$ cat src/sv/lpf_pkg.sv
// shared constants for the largest prime factor block
`default_nettype none
package lpf_pkg;
   localparam int VALUE_WIDTH = 32;
   localparam int CNT_WIDTH   = $clog2(VALUE_WIDTH + 1);

   localparam logic [VALUE_WIDTH-1:0] VAL_ZERO  = VALUE_WIDTH'(0);
   localparam logic [VALUE_WIDTH-1:0] VAL_TWO   = VALUE_WIDTH'(2);
   localparam logic [VALUE_WIDTH-1:0] VAL_THREE = VALUE_WIDTH'(3);

   // handshake between the sequencer and the divider
   typedef struct packed {
      logic start;
   } div_req_type;

   typedef struct packed {
      logic done;
   } div_rsp_type;
endpackage
`default_nettype wire

$ cat src/sv/lpf_divider.sv
// restoring divider, one quotient bit per cycle
`default_nettype none
module lpf_divider
   import lpf_pkg::*;
(
   input  wire logic                   clock,
   input  wire logic                   reset,
   input  wire div_req_type            div_req,
   input  wire logic [VALUE_WIDTH-1:0] dividend,
   input  wire logic [VALUE_WIDTH-1:0] divisor,
   output div_rsp_type                 div_rsp,
   output logic [VALUE_WIDTH-1:0]      quotient,
   output logic [VALUE_WIDTH-1:0]      remainder
);
   logic [VALUE_WIDTH-1:0] rem_ff, rem_in;
   logic [VALUE_WIDTH-1:0] quo_ff, quo_in;
   logic [VALUE_WIDTH-1:0] dsr_ff, dsr_in;
   logic [CNT_WIDTH-1:0]   cnt_ff, cnt_in;
   logic                   done_ff, done_in;
   logic [VALUE_WIDTH:0]   shifted;
   logic [VALUE_WIDTH:0]   trial;

   always_comb begin
      shifted = {rem_ff, quo_ff[VALUE_WIDTH-1]};
      trial   = shifted - {1'b0, dsr_ff};
      rem_in  = rem_ff;
      quo_in  = quo_ff;
      dsr_in  = dsr_ff;
      cnt_in  = cnt_ff;
      done_in = 1'b0;
      if (div_req.start) begin
         rem_in = VAL_ZERO;
         quo_in = dividend;
         dsr_in = divisor;
         cnt_in = CNT_WIDTH'(VALUE_WIDTH);
      end else if (cnt_ff != '0) begin
         if (!trial[VALUE_WIDTH]) begin
            rem_in = trial[VALUE_WIDTH-1:0];
            quo_in = {quo_ff[VALUE_WIDTH-2:0], 1'b1};
         end else begin
            rem_in = shifted[VALUE_WIDTH-1:0];
            quo_in = {quo_ff[VALUE_WIDTH-2:0], 1'b0};
         end
         cnt_in  = cnt_ff - CNT_WIDTH'(1);
         done_in = (cnt_ff == CNT_WIDTH'(1));
      end
   end

   always_ff @(posedge clock) begin
      if (reset) begin
         cnt_ff  <= '0;
         done_ff <= 1'b0;
      end else begin
         cnt_ff  <= cnt_in;
         done_ff <= done_in;
      end
      rem_ff <= rem_in;
      quo_ff <= quo_in;
      dsr_ff <= dsr_in;
   end

   assign div_rsp.done = done_ff;
   assign quotient     = quo_ff;
   assign remainder    = rem_ff;
endmodule
`default_nettype wire

$ cat src/sv/largest_prime_factor.sv
// largest prime factor by trial division over a shared divider
//
//   channel  ports                          transfer when
//   request  start, busy, req_value         start high and busy low
//   result   rsp_valid, rsp_largest_factor  rsp_valid high, one cycle
//
// an item first shifts out factors of two, one bit per cycle, then runs one
// division per odd trial divisor and per factor divided out, each in the
// shared divider; the worst case at 32 bits is about 32768 divisions
// inputs 0 and 1 answer straight from idle; busy stays high until the result
// synchronous reset clears the sequencer and divider control; no stall on results
`default_nettype none
module largest_prime_factor
   import lpf_pkg::*;
(
   input  wire logic                   clock,
   input  wire logic                   reset,
   input  wire logic                   start,
   output logic                        busy,
   input  wire logic [VALUE_WIDTH-1:0] req_value,
   output logic                        rsp_valid,
   output logic [VALUE_WIDTH-1:0]      rsp_largest_factor
);
   typedef enum logic [4:0] {
      ST_IDLE     = 5'b00001,
      ST_STRIP    = 5'b00010,
      ST_DIV_GO   = 5'b00100,
      ST_DIV_WAIT = 5'b01000,
      ST_FINISH   = 5'b10000
   } state_type;

   state_type              state_ff, state_in;
   logic [VALUE_WIDTH-1:0] n_ff, n_in;
   logic [VALUE_WIDTH-1:0] d_ff, d_in;
   logic [VALUE_WIDTH-1:0] best_ff, best_in;
   logic                   head_ff, head_in;
   logic                   valid_ff, valid_in;
   logic [VALUE_WIDTH-1:0] result_ff, result_in;
   div_req_type            div_req;
   div_rsp_type            div_rsp;
   logic [VALUE_WIDTH-1:0] quotient;
   logic [VALUE_WIDTH-1:0] remainder;

   lpf_divider u_divider (
      .clock     (clock),
      .reset     (reset),
      .div_req   (div_req),
      .dividend  (n_ff),
      .divisor   (d_ff),
      .div_rsp   (div_rsp),
      .quotient  (quotient),
      .remainder (remainder)
   );

   always_comb begin
      state_in      = state_ff;
      n_in          = n_ff;
      d_in          = d_ff;
      best_in       = best_ff;
      head_in       = head_ff;
      valid_in      = 1'b0;
      result_in     = result_ff;
      div_req.start = 1'b0;
      unique case (state_ff)
         ST_IDLE: begin
            if (start) begin
               n_in    = req_value;
               best_in = VAL_ZERO;
               if (req_value < VAL_TWO) begin
                  valid_in  = 1'b1;
                  result_in = VAL_ZERO;
               end else begin
                  state_in = ST_STRIP;
               end
            end
         end
         ST_STRIP: begin
            if (!n_ff[0]) begin
               n_in    = n_ff >> 1;
               best_in = VAL_TWO;
            end else begin
               d_in     = VAL_THREE;
               head_in  = 1'b1;
               state_in = ST_DIV_GO;
            end
         end
         ST_DIV_GO: begin
            div_req.start = 1'b1;
            state_in      = ST_DIV_WAIT;
         end
         ST_DIV_WAIT: begin
            if (div_rsp.done) begin
               // bound test d <= n/d only when a new divisor is tried
               if (head_ff && (d_ff > quotient)) begin
                  state_in = ST_FINISH;
               end else if (remainder == VAL_ZERO) begin
                  best_in  = d_ff;
                  n_in     = quotient;
                  head_in  = 1'b0;
                  state_in = ST_DIV_GO;
               end else begin
                  d_in     = d_ff + VAL_TWO;
                  head_in  = 1'b1;
                  state_in = ST_DIV_GO;
               end
            end
         end
         ST_FINISH: begin
            valid_in  = 1'b1;
            result_in = (n_ff > VAL_TWO) ? n_ff : best_ff;
            state_in  = ST_IDLE;
         end
         default: begin
            state_in = ST_IDLE;
         end
      endcase
   end

   always_ff @(posedge clock) begin
      if (reset) begin
         state_ff <= ST_IDLE;
         valid_ff <= 1'b0;
      end else begin
         state_ff <= state_in;
         valid_ff <= valid_in;
      end
      n_ff      <= n_in;
      d_ff      <= d_in;
      best_ff   <= best_in;
      head_ff   <= head_in;
      result_ff <= result_in;
   end

   assign busy               = (state_ff != ST_IDLE);
   assign rsp_valid          = valid_ff;
   assign rsp_largest_factor = result_ff;
endmodule
`default_nettype wire
$ cat config.mk
export PLATFORM = sky130hd
export DESIGN_NAME = largest_prime_factor
export DESIGN_NICKNAME = d
export VERILOG_FILES = /design/src/sv/lpf_pkg.sv /design/src/sv/lpf_divider.sv /design/src/sv/largest_prime_factor.sv
export SDC_FILE = /design/constraint.sdc
export NUM_CORES = 1
export LEC_CHECK = 0
export BUFFER_PORTS_ARGS = -buffer_cell sky130_fd_sc_hd__buf_2
export CAP_MARGIN = 20
export CORE_MARGIN = 10
export CORE_UTILIZATION = 50
export DETAILED_ROUTE_END_ITERATION = 16
export GPL_TIMING_DRIVEN = 1
export PLACE_DENSITY = 0.67
export SLEW_MARGIN = 10
export SYNTH_ARGS = -nofsm -noshare
export SYNTH_HDL_FRONTEND = slang
export SYNTH_SLANG_ARGS = --single-unit
export TNS_END_PERCENT = 100
$ cat constraint.sdc
create_clock -name clock -period 9.1 [get_ports clock]
set_clock_uncertainty 0.05 [all_clocks]
set_input_delay 0 -clock clock [delete_from_list [all_inputs] [get_ports clock]]
set_output_delay 0 -clock clock [all_outputs]
set_load 0.05 [all_outputs]
==> results of run 1 <==
[power breakdown]
group,internal [mW],switching [mW]
clock network,0.607,0.419
registers,1.49,0.215
logic,0.642,0.969
[flip-flops by register name, indices dropped and copies added (netlist names)]
signal / count
head_ff: 1
rsp_valid: 1
u_divider.div_rsp: 1
u_divider.remainder: 32
d_ff: 31
rsp_largest_factor: 32
u_divider.dsr_ff: 31
u_divider.cnt_ff: 6
best_ff: 32
state_ff: 5
n_ff: 32
u_divider.quotient: 32
[layout make-up]
| cell class | count | area [sq um] | area share |
|---|---|---|---|
| clock buffers | 29 | 662 | 0.0464 |
| inverters | 109 | 409 | 0.0287 |
| flip-flops and latches | 236 | 6640 | 0.465 |
| multi-input cells | 812 | 5200 | 0.364 |
| clock inverters | 17 | 169 | 0.0118 |
| well taps | 324 | 405 | 0.0284 |
| repair buffers | 116 | 788 | 0.0553 |
[layer usage]
layer  vias to the layer above  routed length [microns]  global-route usage
met2                       337                    15100               0.325
met3                        38                     2130              0.0274
met4                         0                      483              0.0448
li1                       4609                        -                   -
met5                         -                        0                   0
met1                      4537                    13800               0.266
[logic make-up after synthesis]
family / after synthesis / share of synthesized area
fa+ha+maj: 67 / 0.0680
flops: 236 / 0.534
buf+inv: 157 / 0.0501
mux: 6 / 0.00483
compound gates: 312 / 0.160
simple gates: 367 / 0.141
xor+xnor: 60 / 0.0423
[cells in the final DEF, fill, tap and decap left out, drive strengths merged, types with 29 or more instances in the layout]
master       count
a21oi          110
a222oi          30
and2            32
buf             81
clkbuf          29
dfxtp           45
dlygate4sd3     35
edfxtp         191
ha              66
inv            109
nand2          103
nor2           109
o21ai           89
xor2            35
[worst max-delay path, stage by stage (launching register included)]
cell       delay, ns
dfxtp_1         0.32
nor2_1          0.21
nand4bb_1       0.82
inv_2           0.90
buf_4           0.67
nor2_1          0.44
nand3_1         0.42
a21oi_1         0.08
nand2b_1        0.15
[through the flow]
step                setup slack, ns  instances  utilization  power [mW]
floorplan                      4.18       1205            -        2.90
CTS                            4.86       1642        0.585        4.34
detailed placement             4.90       1561        0.536        3.29
global placement               5.04       1561        0.536        3.25
global route                   4.51       1643        0.585        4.63
finish                         4.89       1643        0.585        4.34
[worst paths after layout]
kind                  startpoint                      end  slack, ns  cells past startpoint
max                  state_ff[4]  u_divider.remainder[31]       4.89                      8
min                 req_value[0]                  n_ff[0]       0.26                      4
max reg2reg          state_ff[4]  u_divider.remainder[31]       4.89                      8
min reg2reg  u_divider.cnt_ff[4]      u_divider.cnt_ff[4]       0.46                      2
==> summary.txt, run 1 <==
Yosys
  • FF+latch count, synth: 236
  • Syn Area/Cell: 10.3 sq um
  • Number of synthesized flops with an enable pin: 191
  • Distinct cells, synth: 62
  • Net count after synthesis: 1,307
  • Largest cells by area after synthesis: edfxtp_1 46%, dfxtp_1 7.2%, ha_1 6.6%
  • Yosys top cell by area: edfxtp_1
  • Proportion of netlist area held by the largest area contributor: 0.461
  • Post-Synthesis Cells: 1,205
  • Most common flop cell mapped by yosys: edfxtp_1
  • Seq/Total Area, Yosys: 0.534
  • Top cells by count, synth: 191 x edfxtp_1, 110 x a21oi_1, 109 x nor2_1, 108 x inv_1, 102 x nand2_1
  • Count leader, synth: edfxtp_1
  • Yosys warning total: 0
  • Syn Std Cell Area: 12,400 sq um
  • Fraction of registers with async set/reset: 0

Final layout
  • Nets: 1,403
  • Post-Layout Inst Area: 14,300 sq um
  • Layout cells sized above 1: 0.100
  • # diodes: 0
  • FILL cells: 2,064
  • Synthesis-to-finish area growth: 14.8%

Placed design
  • Placed cell areas: 13,100 sq um
  • Routability cong.: 0.883
  • Hpwl dp: 21,900 microns
  • PortBufs: 68

Timing
  • Slew @ Worst Pin: 1.08 ns
  • Hold WS: 0.259 ns
  • Worst rel slew slack: 0.279
  • Final Setup Violations: 0
  • RSZ-0062 raised after global routing: false
  • Fin. max-slew vios: 0
  • Final Hold Viols: 0
  • Tmin final: 4.21 ns
  • Fin Setup TNS: 0 ns
  • Final worst-path cycle share: 0.463
  • Fmax: 0.237 GHz

Worst setup path
  • WP data arrival: 4.56 ns
  • Largest fanout on the critical path: 64
  • WP data required: 9.45 ns
  • WS Path Type: flop to flop
  • Critical path capture point type: flop
  • Worst setup SP type: flop

Clocking
  • Hold_buf cts: 35
  • Cts repair resizes: 0
  • Worst-Skew Late Latency: 0.54 ns
  • CTS clk-pin slew, worst paths: 0.06 ns
  • # Post-CTS Setup Buffers: 0
  • CTS buffer count: 26
  • Root Driver: clkbuf_16
  • CTS H-tree lvls: 1
  • CTS Buffer Depth: 3
  • CTS tree: yes
  • CTS sink count: 236

Pwr
  • Leak pwr: 5.57 nW
  • Power density over the cells: 304 nW/um^2
  • Max VDD drop: 0.148 mV

Floorplan
  • IO Pins: 69
  • Num rows: 57
  • Core Region: 24,400 sq um
  • Width of the die: 178 microns
  • Initial core utilization: 0.510
  • Die Footprint: 31,600 sq um
  • Die H: 178 microns

Global route
  • Largest net degree at the start of global routing: 65
  • Vias in the first global route: 9,249
  • Gr ovfl total: 0
  • Initial antenna violation count: 0
  • First-pass GRT wire length: 49,900 microns
  • All-layer global routing usage: 0.196

Routing
  • Final routed DRC violation total: 0
  • Drt pass-1 iters: 7
  • Via Count: 9,521
  • Antenna-violating nets left: 0
  • Drt initial violations: 1,009
  • Wire per inst: 19.2 microns
  • Via/cell ratio: 5.79
  • Final WL: 31,500 microns

Run status
  • Outcome: finished, final reports clean

Worst hold path
  • Worst hold path type: input port to flop

Run
  • Max-cap violations: 0
No activity file was read; power rests on OpenSTA's default activity.
==> run 2: changes to the inputs <==
Settings changed: PLACE_DENSITY 0.67 to 0.7.
Clock period 9.1 ns to 3.7 ns, I/O delays scaled along.
==> run 2 against run 1 <==
- die area is the same
- utilization grew 1.2 points
- setup slack lost 4.6 ns
- highest routed layer unchanged
==> summary.txt, run 2 (synthesized netlist as in run 1, its figures left out) <==
Floorplan
  • Die Footprint: 31,600 sq um (unchanged)
  • Core Region: 24,400 sq um (unchanged)
  • Num rows: 57 (unchanged)
  • IO Pins: 69 (unchanged)
  • Die H: 178 microns (unchanged)
  • Initial core utilization: 0.510 (unchanged)
  • Width of the die: 178 microns (unchanged)

Timing
  • Worst rel slew slack: 0.346 (+0.0669)
  • Fin Setup TNS: 0 ns (unchanged)
  • Fin. max-slew vios: 0 (unchanged)
  • Slew @ Worst Pin: 0.981 ns (-0.0974 ns)
  • Final worst-path cycle share: 0.917 (+0.455)
  • Final Hold Viols: 0 (unchanged)
  • Fmax: 0.295 GHz (+24%)
  • RSZ-0062 raised after global routing: false
  • Hold WS: 0.279 ns (+0.0197 ns)
  • Final Setup Violations: 0 (unchanged)
  • Tmin final: 3.39 ns (-0.818 ns)

Pwr
  • Clock Power Share: 0.235 (-0.002)
  • Internal: 6.75 mW (+150%)
  • Leak pwr: 5.75 nW (+3.1%)
  • Combinational Power Share: 0.380 (+0.009)
  • Flop pwr share: 0.385 (-0.007)
  • Switching Power: 4.04 mW (+150%)
  • Max VDD drop: 0.403 mV (+170%)
  • Power density over the cells: 741 nW/um^2 (+140%)
  • Switching Fraction: 0.374 (+0.00469)

Worst setup path
  • WP data required: 4.10 ns (-5.35 ns)
  • Cells on worst reg2reg path: 11 (+3)
  • WS Path Type: flop to flop
  • Critical path capture point type: flop
  • Crit path buf inv count: 1 (-1)
  • Largest fanout on the critical path: 51 (-20%)
  • Cell family with most CP delay: compound AO/OA/AOI/OAI gates
  • Reg-to-reg startpoint: u_divider.quotient[31]
  • WP data arrival: 3.79 ns (-0.77 ns)
  • Max stage delay on crit path: 0.55 ns (-0.35 ns)
  • Stages on worst setup path: 11 (+3)
  • R2R setup slack: 0.31 ns (-4.58 ns)
  • Worst setup SP type: flop
  • Crit-path cells: buf_4, fa_1, a211oi_2, o21bai_2, o2111ai_1, a211oi_1, or4_4, nand2_8, nand3_1, a21boi_1, o22ai_2
  • Crit path max-delay cell type: or4_4
  • Worst R2R End: u_divider.remainder[4]

Global route
  • All-layer global routing usage: 0.206 (+0.0102)
  • First-pass GRT wire length: 52,500 microns (+5.4%)
  • Largest net degree at the start of global routing: 65 (unchanged)
  • Initial antenna violation count: 0 (unchanged)
  • Vias in the first global route: 9,693 (+4.8%)
  • Gr ovfl total: 0 (unchanged)

Clocking
  • CTS buffer count: 25 (-3.8%)
  • # Post-CTS Setup Buffers: 0 (unchanged)
  • CTS sink count: 236 (unchanged)
  • CTS tree: yes
  • Root Driver: clkbuf_16
  • CTS Buffer Depth: 3 (unchanged)
  • CTS H-tree lvls: 1 (unchanged)
  • CTS clk-pin slew, worst paths: 0.07 ns (about the same)
  • Worst-Skew Late Latency: 0.54 ns (about the same)

Routing
  • Top Metal Used: met4
  • Met3 Wirelength: 2250 microns (+5.8%)
  • Via/cell ratio: 5.94 (+2.6%)
  • Met2 routed wirelength: 16,300 microns (+7.9%)
  • Drt initial violations: 1,231 (+22%)
  • Wire per inst: 19.8 microns (+3.2%)
  • Final WL: 33,300 microns (+5.6%)
  • Via Count: 9,984 (+4.9%)
  • WL met1: 14,100 microns (+2.3%)
  • Antenna-violating nets left: 0 (unchanged)
  • Drt pass-1 iters: 8 (+1)
  • Final routed DRC violation total: 0 (unchanged)

Placed design
  • Routability cong.: 0.893 (+1.1%)
  • Hpwl dp: 22,900 microns (+4.7%)
  • PortBufs: 68 (unchanged)

Worst hold path
  • Worst hold path depth: 4 (unchanged)
  • Hold Path Sink: n_ff[4]
  • Min-delay src: req_value[4]
  • Worst hold path type: input port to flop

Final layout
  • # diodes: 0 (unchanged)
  • Most frequent cells in the layout: 191 x edfxtp_1, 109 x a21oi_1, 107 x inv_1, 105 x nor2_1, 102 x nand2_1
  • Nets: 1,439 (+2.6%)
  • Synthesis-to-finish area growth: 17.1%
  • Most common cell after layout, fill and taps aside: edfxtp_1
  • Layout cells sized above 1: 0.124 (+0.0238)
  • FILL cells: 2,063 (-0.048%)

Run status
  • Outcome: finished, final reports clean

Run
  • Max-cap violations: 0 (unchanged)
run 2: how the worst max path moves through the flow:
| stage | end | slack [ns] | from |
|---|---|---|---|
| after detailed placement | n_ff[31] | 0.05 | d_ff[29] |
| final | u_divider.remainder[4] | 0.31 | u_divider.quotient[31] |
| after global placement | n_ff[31] | 0.17 | d_ff[29] |
| after CTS | n_ff[30] | 0.02 | u_divider.quotient[31] |
| after global routing | n_ff[30] | 0.05 | u_divider.quotient[31] |
| after floorplan | d_ff[10] | 0.31 | d_ff[2] |
run 2: layout make-up:
cell class / count / area, sq um / share of cell area
Multi-Input combinational cell: 813 / 5210 / 0.358
Sequential cell: 236 / 6640 / 0.456
Clock buffer: 28 / 637 / 0.0438
Inverter: 109 / 409 / 0.0281
Timing Repair Buffer: 152 / 1070 / 0.0738
Tap cell: 324 / 405 / 0.0279
Clock inverter: 18 / 185 / 0.0127
run 2: power by group through the flow:
| stage | Sequential, mW | Clock (mW) | Combinational, mW |
|---|---|---|---|
| floorplan | 4.02 | 0 | 3.11 |
| CTS | 4.13 | 2.57 | 4.04 |
| global route | 4.22 | 2.67 | 4.62 |
| detailed placement | 4.18 | 0 | 3.98 |
| finish | 4.15 | 2.53 | 4.10 |
| global placement | 4.16 | 0 | 3.88 |
run 2: worst register-to-register path, delay by kind of cell (launching register included):
family	cells	cell delay, ns
AO/OA/AOI/OAI	6	1.20
AND/OR/NAND/NOR	3	0.99
adder cells (fa/ha/maj)	1	0.48
flip-flops	1	0.41
buffers and inverters	1	0.18
run 2: layer usage:
| layer | GRT usage | vias to the layer above |
|---|---|---|
| li1 | - | 4695 |
| met5 | 0 | - |
| met3 | 0.0242 | 41 |
| met2 | 0.347 | 408 |
| met4 | 0.0511 | 0 |
| met1 | 0.277 | 4840 |
run 2: what timing repair did:
| action | in CTS | in global routing |
|---|---|---|
| hold buffers | 36 | 0 |
| hold endpoints to repair | 44 | 0 |
| gates resized for setup | 0 | 1 |
| endpoints found under the setup margin | 0 | 33 |
run 2: through the flow:
step | total power, mW | instances | setup WS, ns | util | cell area, sq um
global route | 11.5 | 1680 | 0.0493 | 0.597 | 14600
detailed placement | 8.16 | 1597 | 0.0452 | 0.548 | 13400
finish | 10.8 | 1680 | 0.305 | 0.597 | 14600
global placement | 8.05 | 1597 | 0.170 | 0.548 | 13400
floorplan | 7.13 | 1205 | 0.310 | - | 12400
CTS | 10.7 | 1679 | 0.0231 | 0.596 | 14500
